`config.mk`:
```
export PLATFORM = sky130hd
export DESIGN_NAME = ea_list_stream_parser
export DESIGN_NICKNAME = d
export VERILOG_FILES = /design/src/elsp_pkg.sv /design/src/elsp_front.sv /design/src/elsp_queue.sv /design/src/elsp_back.sv /design/src/ea_list_stream_parser.sv
export SDC_FILE = /design/constraint.sdc
export NUM_CORES = 1
export LEC_CHECK = 0
export BUFFER_PORTS_ARGS = -buffer_cell sky130_fd_sc_hd__buf_2
export CAP_MARGIN = 20
export CORE_MARGIN = 2
export CORE_UTILIZATION = 62
export DETAILED_ROUTE_END_ITERATION = 8
export PLACE_DENSITY = 0.8
export SLEW_MARGIN = 20
export SYNTH_ARGS = -nofsm -noshare
export SYNTH_HDL_FRONTEND = slang
export SYNTH_SLANG_ARGS = --single-unit
```
`constraint.sdc`:
```
create_clock -name clock -period 10 [get_ports clock]
set_input_delay 2 -clock clock [delete_from_list [all_inputs] [get_ports clock]]
set_output_delay 2 -clock clock [all_outputs]
set_load 0.02 [all_outputs]
```
`src/elsp_pkg.sv`:
```
// ----------------------------------------------------------------------------
// elsp_pkg
// Shared types and constants of the extended attribute list stream parser.
// ----------------------------------------------------------------------------
`default_nettype none

package elsp_pkg;

   // Bytes that carry the total list size at the head of the blob.
   localparam int unsigned SIZE_BYTES = 4;
   // Fewest bytes that must be left in the list for an entry to start.
   localparam int unsigned ENTRY_MIN = 6;
   // Default depth of the queue between the parser and the output stage.
   localparam int unsigned QUEUE_DEPTH = 4;

   // Result kinds.
   localparam logic [1:0] KIND_HEADER = 2'd0;
   localparam logic [1:0] KIND_NAME   = 2'd1;
   localparam logic [1:0] KIND_VALUE  = 2'd2;
   localparam logic [1:0] KIND_STATUS = 2'd3;

   // List status codes.
   localparam logic [1:0] ST_OK           = 2'd0;
   localparam logic [1:0] ST_LEN_MISMATCH = 2'd1;
   localparam logic [1:0] ST_INVALID      = 2'd2;

   typedef enum logic [2:0] {
      PH_SIZE,
      PH_HDR,
      PH_NAME,
      PH_TERM,
      PH_VALUE,
      PH_DONE,
      PH_ERROR
   } phase_type;

   // Work for the output stage caused by one request: an optional entry
   // result (header, name or value byte) and an optional closing status.
   typedef struct packed {
      logic        first_vld;
      logic [1:0]  first_kind;
      logic [7:0]  entry_flags;
      logic [7:0]  name_length;
      logic [15:0] value_length;
      logic [7:0]  data_byte;
      logic        stat_vld;
      logic [1:0]  status;
      logic [31:0] entry_count;
   } elsp_cmd_type;

endpackage

`default_nettype wire

```
`src/elsp_front.sv`:
```
// ----------------------------------------------------------------------------
// elsp_front
// Parser front end: classifies one blob byte per cycle when req_accept is set.
// ----------------------------------------------------------------------------
`default_nettype none

module elsp_front (
   input  wire                   clock,
   input  wire                   reset,
   input  wire                   req_accept,
   input  wire [7:0]             byte_in,
   input  wire                   blob_end,
   output logic                  cmd_valid,
   output elsp_pkg::elsp_cmd_type cmd
);
   import elsp_pkg::*;

   localparam logic [31:0] OFFSET_MAX = 32'hFFFF_FFFF;

   phase_type   phase_ff, phase_in;
   logic [31:0] list_size_ff, list_size_in;
   logic [31:0] offset_ff, offset_in;
   logic [15:0] field_counter_ff, field_counter_in;
   logic [7:0]  cur_flags_ff, cur_flags_in;
   logic [7:0]  cur_name_length_ff, cur_name_length_in;
   logic [15:0] cur_value_length_ff, cur_value_length_in;
   logic [31:0] count_ff, count_in;
   logic [1:0]  error_ff, error_in;

   logic [31:0] size_acc;
   logic [31:0] size_eff;
   logic [32:0] diff;
   logic        start_done;
   logic        start_short;
   logic [15:0] value_len_full;
   logic [16:0] need;
   logic        overrun;
   logic        do_start;
   logic [15:0] counter_inc;
   logic [1:0]  end_status;

   always_comb begin
      offset_in   = (offset_ff == OFFSET_MAX) ? offset_ff : offset_ff + 32'd1;
      size_acc    = list_size_ff | ({24'd0, byte_in} << {field_counter_ff[1:0], 3'b000});
      size_eff    = (phase_ff == PH_SIZE) ? size_acc : list_size_ff;
      // Room left in the list after this byte; the top bit flags an overshoot.
      diff        = {1'b0, size_eff} - {1'b0, offset_in};
      start_done  = diff[32] || (diff == 33'd0);
      start_short = diff[31:0] < 32'(ENTRY_MIN);
      value_len_full = {byte_in, cur_value_length_ff[7:0]};
      need        = {9'd0, cur_name_length_ff} + 17'd1 + {1'b0, value_len_full};
      overrun     = {15'd0, need} > diff[31:0];
      counter_inc = field_counter_ff + 16'd1;
   end

   always_comb begin
      phase_in            = phase_ff;
      list_size_in        = list_size_ff;
      field_counter_in    = field_counter_ff;
      cur_flags_in        = cur_flags_ff;
      cur_name_length_in  = cur_name_length_ff;
      cur_value_length_in = cur_value_length_ff;
      count_in            = count_ff;
      error_in            = error_ff;
      do_start            = 1'b0;
      cmd                 = '0;
      end_status          = ST_OK;

      case (phase_ff)
         PH_SIZE: begin
            list_size_in     = size_acc;
            field_counter_in = counter_inc;
            if (field_counter_ff[1:0] == 2'(SIZE_BYTES - 1)) begin
               field_counter_in = '0;
               do_start         = 1'b1;
            end
         end
         PH_HDR: begin
            case (field_counter_ff[1:0])
               2'd0: begin
                  cur_flags_in     = byte_in;
                  field_counter_in = counter_inc;
               end
               2'd1: begin
                  cur_name_length_in = byte_in;
                  field_counter_in   = counter_inc;
               end
               2'd2: begin
                  cur_value_length_in = {8'd0, byte_in};
                  field_counter_in    = counter_inc;
               end
               default: begin
                  cur_value_length_in = value_len_full;
                  if (overrun) begin
                     phase_in = PH_ERROR;
                     error_in = ST_INVALID;
                  end else begin
                     cmd.first_vld    = 1'b1;
                     cmd.first_kind   = KIND_HEADER;
                     cmd.entry_flags  = cur_flags_ff;
                     cmd.name_length  = cur_name_length_ff;
                     cmd.value_length = value_len_full;
                     field_counter_in = '0;
                     phase_in = (cur_name_length_ff != 8'd0) ? PH_NAME : PH_TERM;
                  end
               end
            endcase
         end
         PH_NAME: begin
            cmd.first_vld    = 1'b1;
            cmd.first_kind   = KIND_NAME;
            cmd.data_byte    = byte_in;
            field_counter_in = counter_inc;
            if (counter_inc >= {8'd0, cur_name_length_ff}) begin
               field_counter_in = '0;
               phase_in         = PH_TERM;
            end
         end
         PH_TERM: begin
            field_counter_in = '0;
            if (cur_value_length_ff != 16'd0) begin
               phase_in = PH_VALUE;
            end else begin
               count_in = count_ff + 32'd1;
               do_start = 1'b1;
            end
         end
         PH_VALUE: begin
            cmd.first_vld    = 1'b1;
            cmd.first_kind   = KIND_VALUE;
            cmd.data_byte    = byte_in;
            field_counter_in = counter_inc;
            if (counter_inc >= cur_value_length_ff) begin
               field_counter_in = '0;
               count_in         = count_ff + 32'd1;
               do_start         = 1'b1;
            end
         end
         default: begin
         end
      endcase

      // Open the next entry, close the list at its end, or fail if it runs short.
      if (do_start) begin
         if (start_done) begin
            phase_in = PH_DONE;
         end else if (start_short) begin
            phase_in = PH_ERROR;
            error_in = ST_INVALID;
         end else begin
            phase_in         = PH_HDR;
            field_counter_in = '0;
         end
      end

      if (phase_in == PH_SIZE) begin
         end_status = ST_LEN_MISMATCH;
      end else if (!start_done || error_in != ST_OK) begin
         end_status = ST_INVALID;
      end else begin
         end_status = ST_OK;
      end

      if (blob_end) begin
         cmd.stat_vld    = 1'b1;
         cmd.status      = end_status;
         cmd.entry_count = (end_status == ST_OK) ? count_in : 32'd0;
         // The final byte returns the parser to its reset state.
         phase_in            = PH_SIZE;
         list_size_in        = '0;
         field_counter_in    = '0;
         cur_flags_in        = '0;
         cur_name_length_in  = '0;
         cur_value_length_in = '0;
         count_in            = '0;
         error_in            = ST_OK;
      end

      cmd_valid = req_accept && (cmd.first_vld || cmd.stat_vld);
   end

   always_ff @(posedge clock) begin
      if (reset) begin
         phase_ff            <= PH_SIZE;
         list_size_ff        <= '0;
         offset_ff           <= '0;
         field_counter_ff    <= '0;
         cur_flags_ff        <= '0;
         cur_name_length_ff  <= '0;
         cur_value_length_ff <= '0;
         count_ff            <= '0;
         error_ff            <= ST_OK;
      end else if (req_accept) begin
         phase_ff            <= phase_in;
         list_size_ff        <= list_size_in;
         offset_ff           <= blob_end ? 32'd0 : offset_in;
         field_counter_ff    <= field_counter_in;
         cur_flags_ff        <= cur_flags_in;
         cur_name_length_ff  <= cur_name_length_in;
         cur_value_length_ff <= cur_value_length_in;
         count_ff            <= count_in;
         error_ff            <= error_in;
      end
   end

endmodule

`default_nettype wire

```
`src/elsp_queue.sv`:
```
// ----------------------------------------------------------------------------
// elsp_queue
// Short first-in first-out queue between the parser and the output stage.
// ----------------------------------------------------------------------------
`default_nettype none

module elsp_queue #(
   parameter int unsigned DEPTH = elsp_pkg::QUEUE_DEPTH
) (
   input  wire                    clock,
   input  wire                    reset,
   input  wire                    push,
   input  elsp_pkg::elsp_cmd_type push_data,
   output logic                   full,
   input  wire                    pop,
   output logic                   empty,
   output elsp_pkg::elsp_cmd_type head
);
   import elsp_pkg::*;

   localparam int unsigned PTR_W = (DEPTH > 1) ? $clog2(DEPTH) : 1;
   localparam int unsigned CNT_W = $clog2(DEPTH + 1);
   localparam logic [PTR_W-1:0] PTR_LAST = PTR_W'(DEPTH - 1);
   localparam logic [CNT_W-1:0] CNT_FULL = CNT_W'(DEPTH);

   elsp_cmd_type     mem_ff [DEPTH];
   logic [PTR_W-1:0] wr_ptr_ff, wr_ptr_in;
   logic [PTR_W-1:0] rd_ptr_ff, rd_ptr_in;
   logic [CNT_W-1:0] count_ff, count_in;
   logic             do_push;
   logic             do_pop;

   always_comb begin
      full      = (count_ff == CNT_FULL);
      empty     = (count_ff == '0);
      head      = mem_ff[rd_ptr_ff];
      do_push   = push && !full;
      do_pop    = pop && !empty;
      wr_ptr_in = wr_ptr_ff;
      rd_ptr_in = rd_ptr_ff;
      count_in  = count_ff;
      if (do_push) begin
         wr_ptr_in = (wr_ptr_ff == PTR_LAST) ? '0 : wr_ptr_ff + PTR_W'(1);
      end
      if (do_pop) begin
         rd_ptr_in = (rd_ptr_ff == PTR_LAST) ? '0 : rd_ptr_ff + PTR_W'(1);
      end
      if (do_push && !do_pop) begin
         count_in = count_ff + CNT_W'(1);
      end else if (do_pop && !do_push) begin
         count_in = count_ff - CNT_W'(1);
      end
   end

   always_ff @(posedge clock) begin
      if (do_push) begin
         mem_ff[wr_ptr_ff] <= push_data;
      end
   end

   always_ff @(posedge clock) begin
      if (reset) begin
         wr_ptr_ff <= '0;
         rd_ptr_ff <= '0;
         count_ff  <= '0;
      end else begin
         wr_ptr_ff <= wr_ptr_in;
         rd_ptr_ff <= rd_ptr_in;
         count_ff  <= count_in;
      end
   end

endmodule

`default_nettype wire

```
`src/elsp_back.sv`:
```
// ----------------------------------------------------------------------------
// elsp_back
// Output stage: turns queued work into one or two registered results.
// ----------------------------------------------------------------------------
`default_nettype none

module elsp_back (
   input  wire                    clock,
   input  wire                    reset,
   input  wire                    queue_empty,
   input  elsp_pkg::elsp_cmd_type queue_head,
   output logic                   queue_pop,
   output logic                   rsp_tvalid,
   input  wire                    rsp_tready,
   output logic [79:0]            rsp_tdata,
   output logic [1:0]             rsp_tuser,
   output logic                   rsp_tlast
);
   import elsp_pkg::*;

   elsp_cmd_type cur_ff;
   logic         busy_ff;
   logic         first_pend_ff;
   logic         taken;
   logic         last_beat;
   logic         load;

   always_comb begin
      taken     = busy_ff && rsp_tready;
      last_beat = first_pend_ff ? !cur_ff.stat_vld : 1'b1;
      load      = !busy_ff || (taken && last_beat);
      queue_pop = load && !queue_empty;

      rsp_tvalid = busy_ff;
      rsp_tdata  = '0;
      if (first_pend_ff) begin
         rsp_tuser       = cur_ff.first_kind;
         rsp_tlast       = 1'b0;
         rsp_tdata[7:0]   = cur_ff.entry_flags;
         rsp_tdata[15:8]  = cur_ff.name_length;
         rsp_tdata[31:16] = cur_ff.value_length;
         rsp_tdata[39:32] = cur_ff.data_byte;
      end else begin
         rsp_tuser        = KIND_STATUS;
         rsp_tlast        = 1'b1;
         rsp_tdata[41:40] = cur_ff.status;
         rsp_tdata[73:42] = cur_ff.entry_count;
      end
   end

   always_ff @(posedge clock) begin
      if (queue_pop) begin
         cur_ff <= queue_head;
      end
   end

   always_ff @(posedge clock) begin
      if (reset) begin
         busy_ff       <= 1'b0;
         first_pend_ff <= 1'b0;
      end else if (queue_pop) begin
         busy_ff       <= 1'b1;
         first_pend_ff <= queue_head.first_vld;
      end else if (load) begin
         busy_ff       <= 1'b0;
         first_pend_ff <= 1'b0;
      end else if (taken) begin
         first_pend_ff <= 1'b0;
      end
   end

endmodule

`default_nettype wire

```
`src/ea_list_stream_parser.sv`:
```
// ----------------------------------------------------------------------------
// ea_list_stream_parser
// Streaming parser for an extended attribute list blob.
// ----------------------------------------------------------------------------
// The blob enters one byte per request on the req_ channel, with req_tlast on
// its final byte. The first four bytes give the little-endian list size; each
// entry then brings flags, name length, a 16-bit little-endian value length,
// the name, one skipped terminator byte and the value. For each entry the
// block returns a header result, then one result per name byte and per value
// byte; the final byte also returns a status result with rsp_tlast set. A byte
// is taken every cycle as long as the output keeps up. A byte that produces
// two results (the final byte of a blob that also completes an entry header
// or carries a name or value byte) is sent as two results in turn, because
// the output register sends one result per cycle; the queue between the
// parser and the output absorbs such bursts and any back-pressure of the
// consumer. A result is held first in the queue and then in the output
// register before it is offered, never in the cycle its request is accepted.
// If the status is not ok, the consumer must discard the entries it already
// received for this blob; the block itself does not enforce this.
// ----------------------------------------------------------------------------
`default_nettype none

module ea_list_stream_parser #(
   parameter int unsigned QUEUE_DEPTH = elsp_pkg::QUEUE_DEPTH
) (
   input  wire         clock,
   input  wire         reset,
   // Request channel.
   input  wire         req_tvalid,
   output logic        req_tready,
   input  wire [7:0]   req_tdata,   // [7:0] byte_in
   input  wire         req_tlast,   // blob_end
   // Result channel.
   output logic        rsp_tvalid,
   input  wire         rsp_tready,
   output logic [79:0] rsp_tdata,   // [7:0] entry_flags, [15:8] name_length,
                                    // [31:16] value_length, [39:32] data_byte,
                                    // [41:40] status, [73:42] entry_count,
                                    // [79:74] zero
   output logic [1:0]  rsp_tuser,   // [1:0] kind
   output logic        rsp_tlast    // last
);
   import elsp_pkg::*;

   logic         req_accept;
   logic         cmd_valid;
   elsp_cmd_type cmd;
   logic         queue_full;
   logic         queue_empty;
   logic         queue_pop;
   elsp_cmd_type queue_head;

   // The parser only stalls when the queue has no room for its results.
   assign req_tready = !queue_full;
   assign req_accept = req_tvalid && req_tready;

   elsp_front u_front (
      .clock      (clock),
      .reset      (reset),
      .req_accept (req_accept),
      .byte_in    (req_tdata),
      .blob_end   (req_tlast),
      .cmd_valid  (cmd_valid),
      .cmd        (cmd)
   );

   elsp_queue #(
      .DEPTH (QUEUE_DEPTH)
   ) u_queue (
      .clock     (clock),
      .reset     (reset),
      .push      (cmd_valid),
      .push_data (cmd),
      .full      (queue_full),
      .pop       (queue_pop),
      .empty     (queue_empty),
      .head      (queue_head)
   );

   elsp_back u_back (
      .clock       (clock),
      .reset       (reset),
      .queue_empty (queue_empty),
      .queue_head  (queue_head),
      .queue_pop   (queue_pop),
      .rsp_tvalid  (rsp_tvalid),
      .rsp_tready  (rsp_tready),
      .rsp_tdata   (rsp_tdata),
      .rsp_tuser   (rsp_tuser),
      .rsp_tlast   (rsp_tlast)
   );

endmodule

`default_nettype wire

```
==> flow_summary.ini <==
[logic_synthesis]
ys_ff_latch = 549
syn_inst = 2288
synth_cell_types = 98
syn-cell-area_sq_um = 26960
synth_ff_type = edfxtp_1
yosysSeqAreaShare_pct = 55.21
yosysWarnings = 0
async_flop_share_pct = 0
avgSynthCellArea_sq_um = 11.78
synth-edff-count = 389

[clock_network]
clock_path_buffers = 3
post_cts_resized = 0
cts_inserted_buffers = 53
clock_latency_ns = 0.60
cts_setup_buffers = 0
clkTransAtPathRegs_ns = 0.06
cts_sinks = 549
cts_tree = built
hold_buffers = 0
cts_max_level = 2
cts-root-buf = clkbuf_16

[power_and_ir_drop]
clkPwrFrac_pct = 32.4
power_frac_comb_pct = 22.3
p_sw_uw = 1842
internal-power_uw = 4523
share_seq_of_total_power_pct = 45.3
p_leak_uw = 0.01094
power_density_nw_per_um2 = 214.4
peakVddDrop_uv = 147.0
switching_share_pct = 28.94

[job]
drv_cap = 0

[setup_path]
startpoint_type = flip-flop
startpoint = u_front.offset_ff[9]
r2r_start = u_front.offset_ff[9]
crit_fanout = 44
setup.worst_path.class = flip-flop to flip-flop
required_ns = 10.26
arrival_ns = 8.78
end_kind = flip-flop

[route]
drtIter0Drc = 2048
drt-total-wl_um = 66610
drt_pass1_iterations = 5
detail-route-antenna-nets = 0
wire_per_inst_um = 22.51
avgViaCountPerCell = 6.382
drc_errors = 0
vias = 18880

[sta]
max_slew_margin_pct = 31.65
clock.fmax_mhz = 117.5
clock_skew_ns = 0.02194
slew_violations = 0
post-route-min-period_ns = 8.514
worst_slew_pin_slew_ns = 1.017
rsz0062_at_grt = no
fin_crit_sh_pct = 85.14
tns_ns = 0
hold_viol = 0
setup-violations-final = 0

[floorplanning]
fp-row-count = 76
ios = 98
core_area_sq_um = 42980
start_util_pct = 62.72
fp.dieH_um = 212.5
chipWidth_um = 212.5
dieArea_sq_um = 45170

[hold_path]
min_from = u_front.count_ff[27]
worstHoldPathType = flip-flop to flip-flop

[layout]
nNetsFinal = 2442
syn_to_final_growth_pct = 10.14
multi_input_area_sq_um = 11280
seq_area_sq_um = 14890
fillCellCount = 2985
drive_above_1_share_pct = 13.91
layout.cells.non_filler = 2959

[global_routing]
grt_pass1_wl_um = 102900
use_met1_pct = 39.65
busiest_layer = met2
antenna_found_initial = 1
overflow = 0
grt_util_met2_pct = 49.86
grt_start_max_net_pins = 84
grt_pass1_vias = 18350
track_usage_pct = 29.67
use_met3_pct = 4.357

[placement]
hpwl_um = 43470
gp_congestion = 0.9316
placed_cells = 2859
io_buffers = 91

[status]
outcome = complete, no violations
## synthesized netlist by cell type, drive strengths merged, types with 5 or more instances
library cell | instances | area share (%)
a22oi | 57 | 1.6
edfxtp | 389 | 43
nand3 | 45 | 0.84
buf | 31 | 0.65
a2111oi | 6 | 0.22
a21boi | 5 | 0.15
inv | 82 | 1.1
and2 | 55 | 1.3
mux2i | 24 | 0.89
nor4b | 8 | 0.36
a311oi | 6 | 0.28
mux4 | 78 | 6.5
nor2b | 54 | 1.3
a221o | 6 | 0.22
nor3 | 50 | 0.99
xor2 | 53 | 1.7
o31ai | 5 | 0.16
and4 | 12 | 0.39
a21o | 61 | 1.7
a211oi | 10 | 0.30
nor4 | 19 | 0.46
clkbuf | 101 | 1.4
nor3b | 7 | 0.19
a221oi | 6 | 0.29
nand2 | 99 | 1.4
dfxtp | 160 | 12
and3 | 51 | 1.2
ha | 97 | 4.5
or3 | 27 | 0.65
nand2b | 14 | 0.32
xnor2 | 62 | 2.0
o21a | 7 | 0.19
a21oi | 123 | 2.4
nand4 | 24 | 0.66
a31oi | 19 | 0.44
o21ai | 93 | 1.7
nor2 | 274 | 3.8
## cells by family (layout without fill, tap and decap cells)
logic type      after synthesis  in the layout  synth area share [%]
other cells                   1              7               0.01391
flops                       549            549                 55.21
mux                         104            104                 7.491
xor+xnor                    115            115                 3.736
buf+inv                     214            294                 3.202
fa+ha+maj                   100            100                 4.725
compound gates              454            454                 11.43
simple gates                751            751                 14.19
## layout make-up
class	instances	area share, %
multi-input combinational	1530	37.98
clock buffer	70	4.888
timing repair buffer	113	2.276
antenna	1	0.008428
tap	585	2.465
sequential	549	50.16
inverter	82	1.037
clock inverter	29	1.184
## stage by stage
step / utilization (%) / power, uW / hold slack (ns) / worst slack, ns / instance area (sq um)
6_report: 69.08 / 6365 / 0.4955 / 1.486 / 29690
5_1_grt: 69.08 / 6612 / 0.5200 / 0.9971 / 29690
3_3_place_gp: 64.71 / 4285 / 0.4655 / 2.046 / 27810
4_1_cts: 69.06 / 6398 / 0.4931 / 1.638 / 29680
2_1_floorplan: - / 3923 / 0.4552 / 2.013 / 26980
3_5_place_dp: 64.86 / 4334 / 0.4817 / 1.714 / 27880
## flip-flops by register name, indices dropped and copies added, names as in the netlist, 16 cells and up, named ones only
name	cells
u_queue.mem_ff	312
u_front.offset_ff	32
u_front.list_size_ff	32
u_back.cur_ff	77
u_front.field_counter_ff	16
u_front.cur_value_length_ff	16
u_front.count_ff	32
## placed cells by master, fill, tap and decap left out, types with 61 or more instances in the layout
master / synthesis / routed
a21oi_1: 118 / 117
a21o_1: 61 / 61
buf_2: 9 / 90
nand2_1: 96 / 94
xnor2_1: 62 / 62
edfxtp_1: 389 / 389
ha_1: 97 / 97
inv_1: 82 / 82
nor2_1: 273 / 272
dfxtp_1: 160 / 157
mux4_2: 78 / 78
o21ai_0: 86 / 86
## routing by layer
| metal | part of all wire (%) | routed length (um) |
|---|---|---|
| met1 | 41 | 27370 |
| met2 | 49 | 32630 |
| met3 | 6.6 | 4429 |
| met4 | 3.3 | 2172 |
| met5 | 0.014 | 9 |
## path summary, 6_finish.rpt
check                           to  slack (ns)  cells past startpoint
min           u_front.count_ff[27]        0.50                      2
min reg2reg   u_front.count_ff[27]        0.50                      2
max reg2reg  u_queue.mem_ff[1][49]        1.49                     26
max          u_queue.mem_ff[1][49]        1.49                     26
## power by group through the flow
stage               Clock [uW]  Sequential [uW]  Combinational, uW
floorplan                    0             2860               1060
global placement             0             2910               1370
detailed placement           0             2930               1410
CTS                       2090             2890               1420
global route              2170             2910               1530
finish                    2060             2890               1420
## worst max-delay path, stage by stage (launching register included)
cell	delay (ns)
dfxtp_1	0.44
nand4_1	0.24
nor4_2	0.45
and4_1	0.32
nand4_2	0.22
and3_1	0.37
and3_1	0.27
and3_1	0.28
nand3_1	0.19
xor2_1	0.32
ha_1	0.41
a21boi_2	0.22
a311oi_4	0.44
nand2_1	0.12
xor2_1	0.18
inv_1	0.06
ha_1	0.29
nand3_1	0.11
nor4_1	0.38
nand4_1	0.14
o2111ai_1	0.15
or3_1	0.16
buf_4	0.24
nand2_2	0.32
a31oi_1	0.65
and2_4	0.70
buf_4	0.42
(Power assumes the default switching activity.)
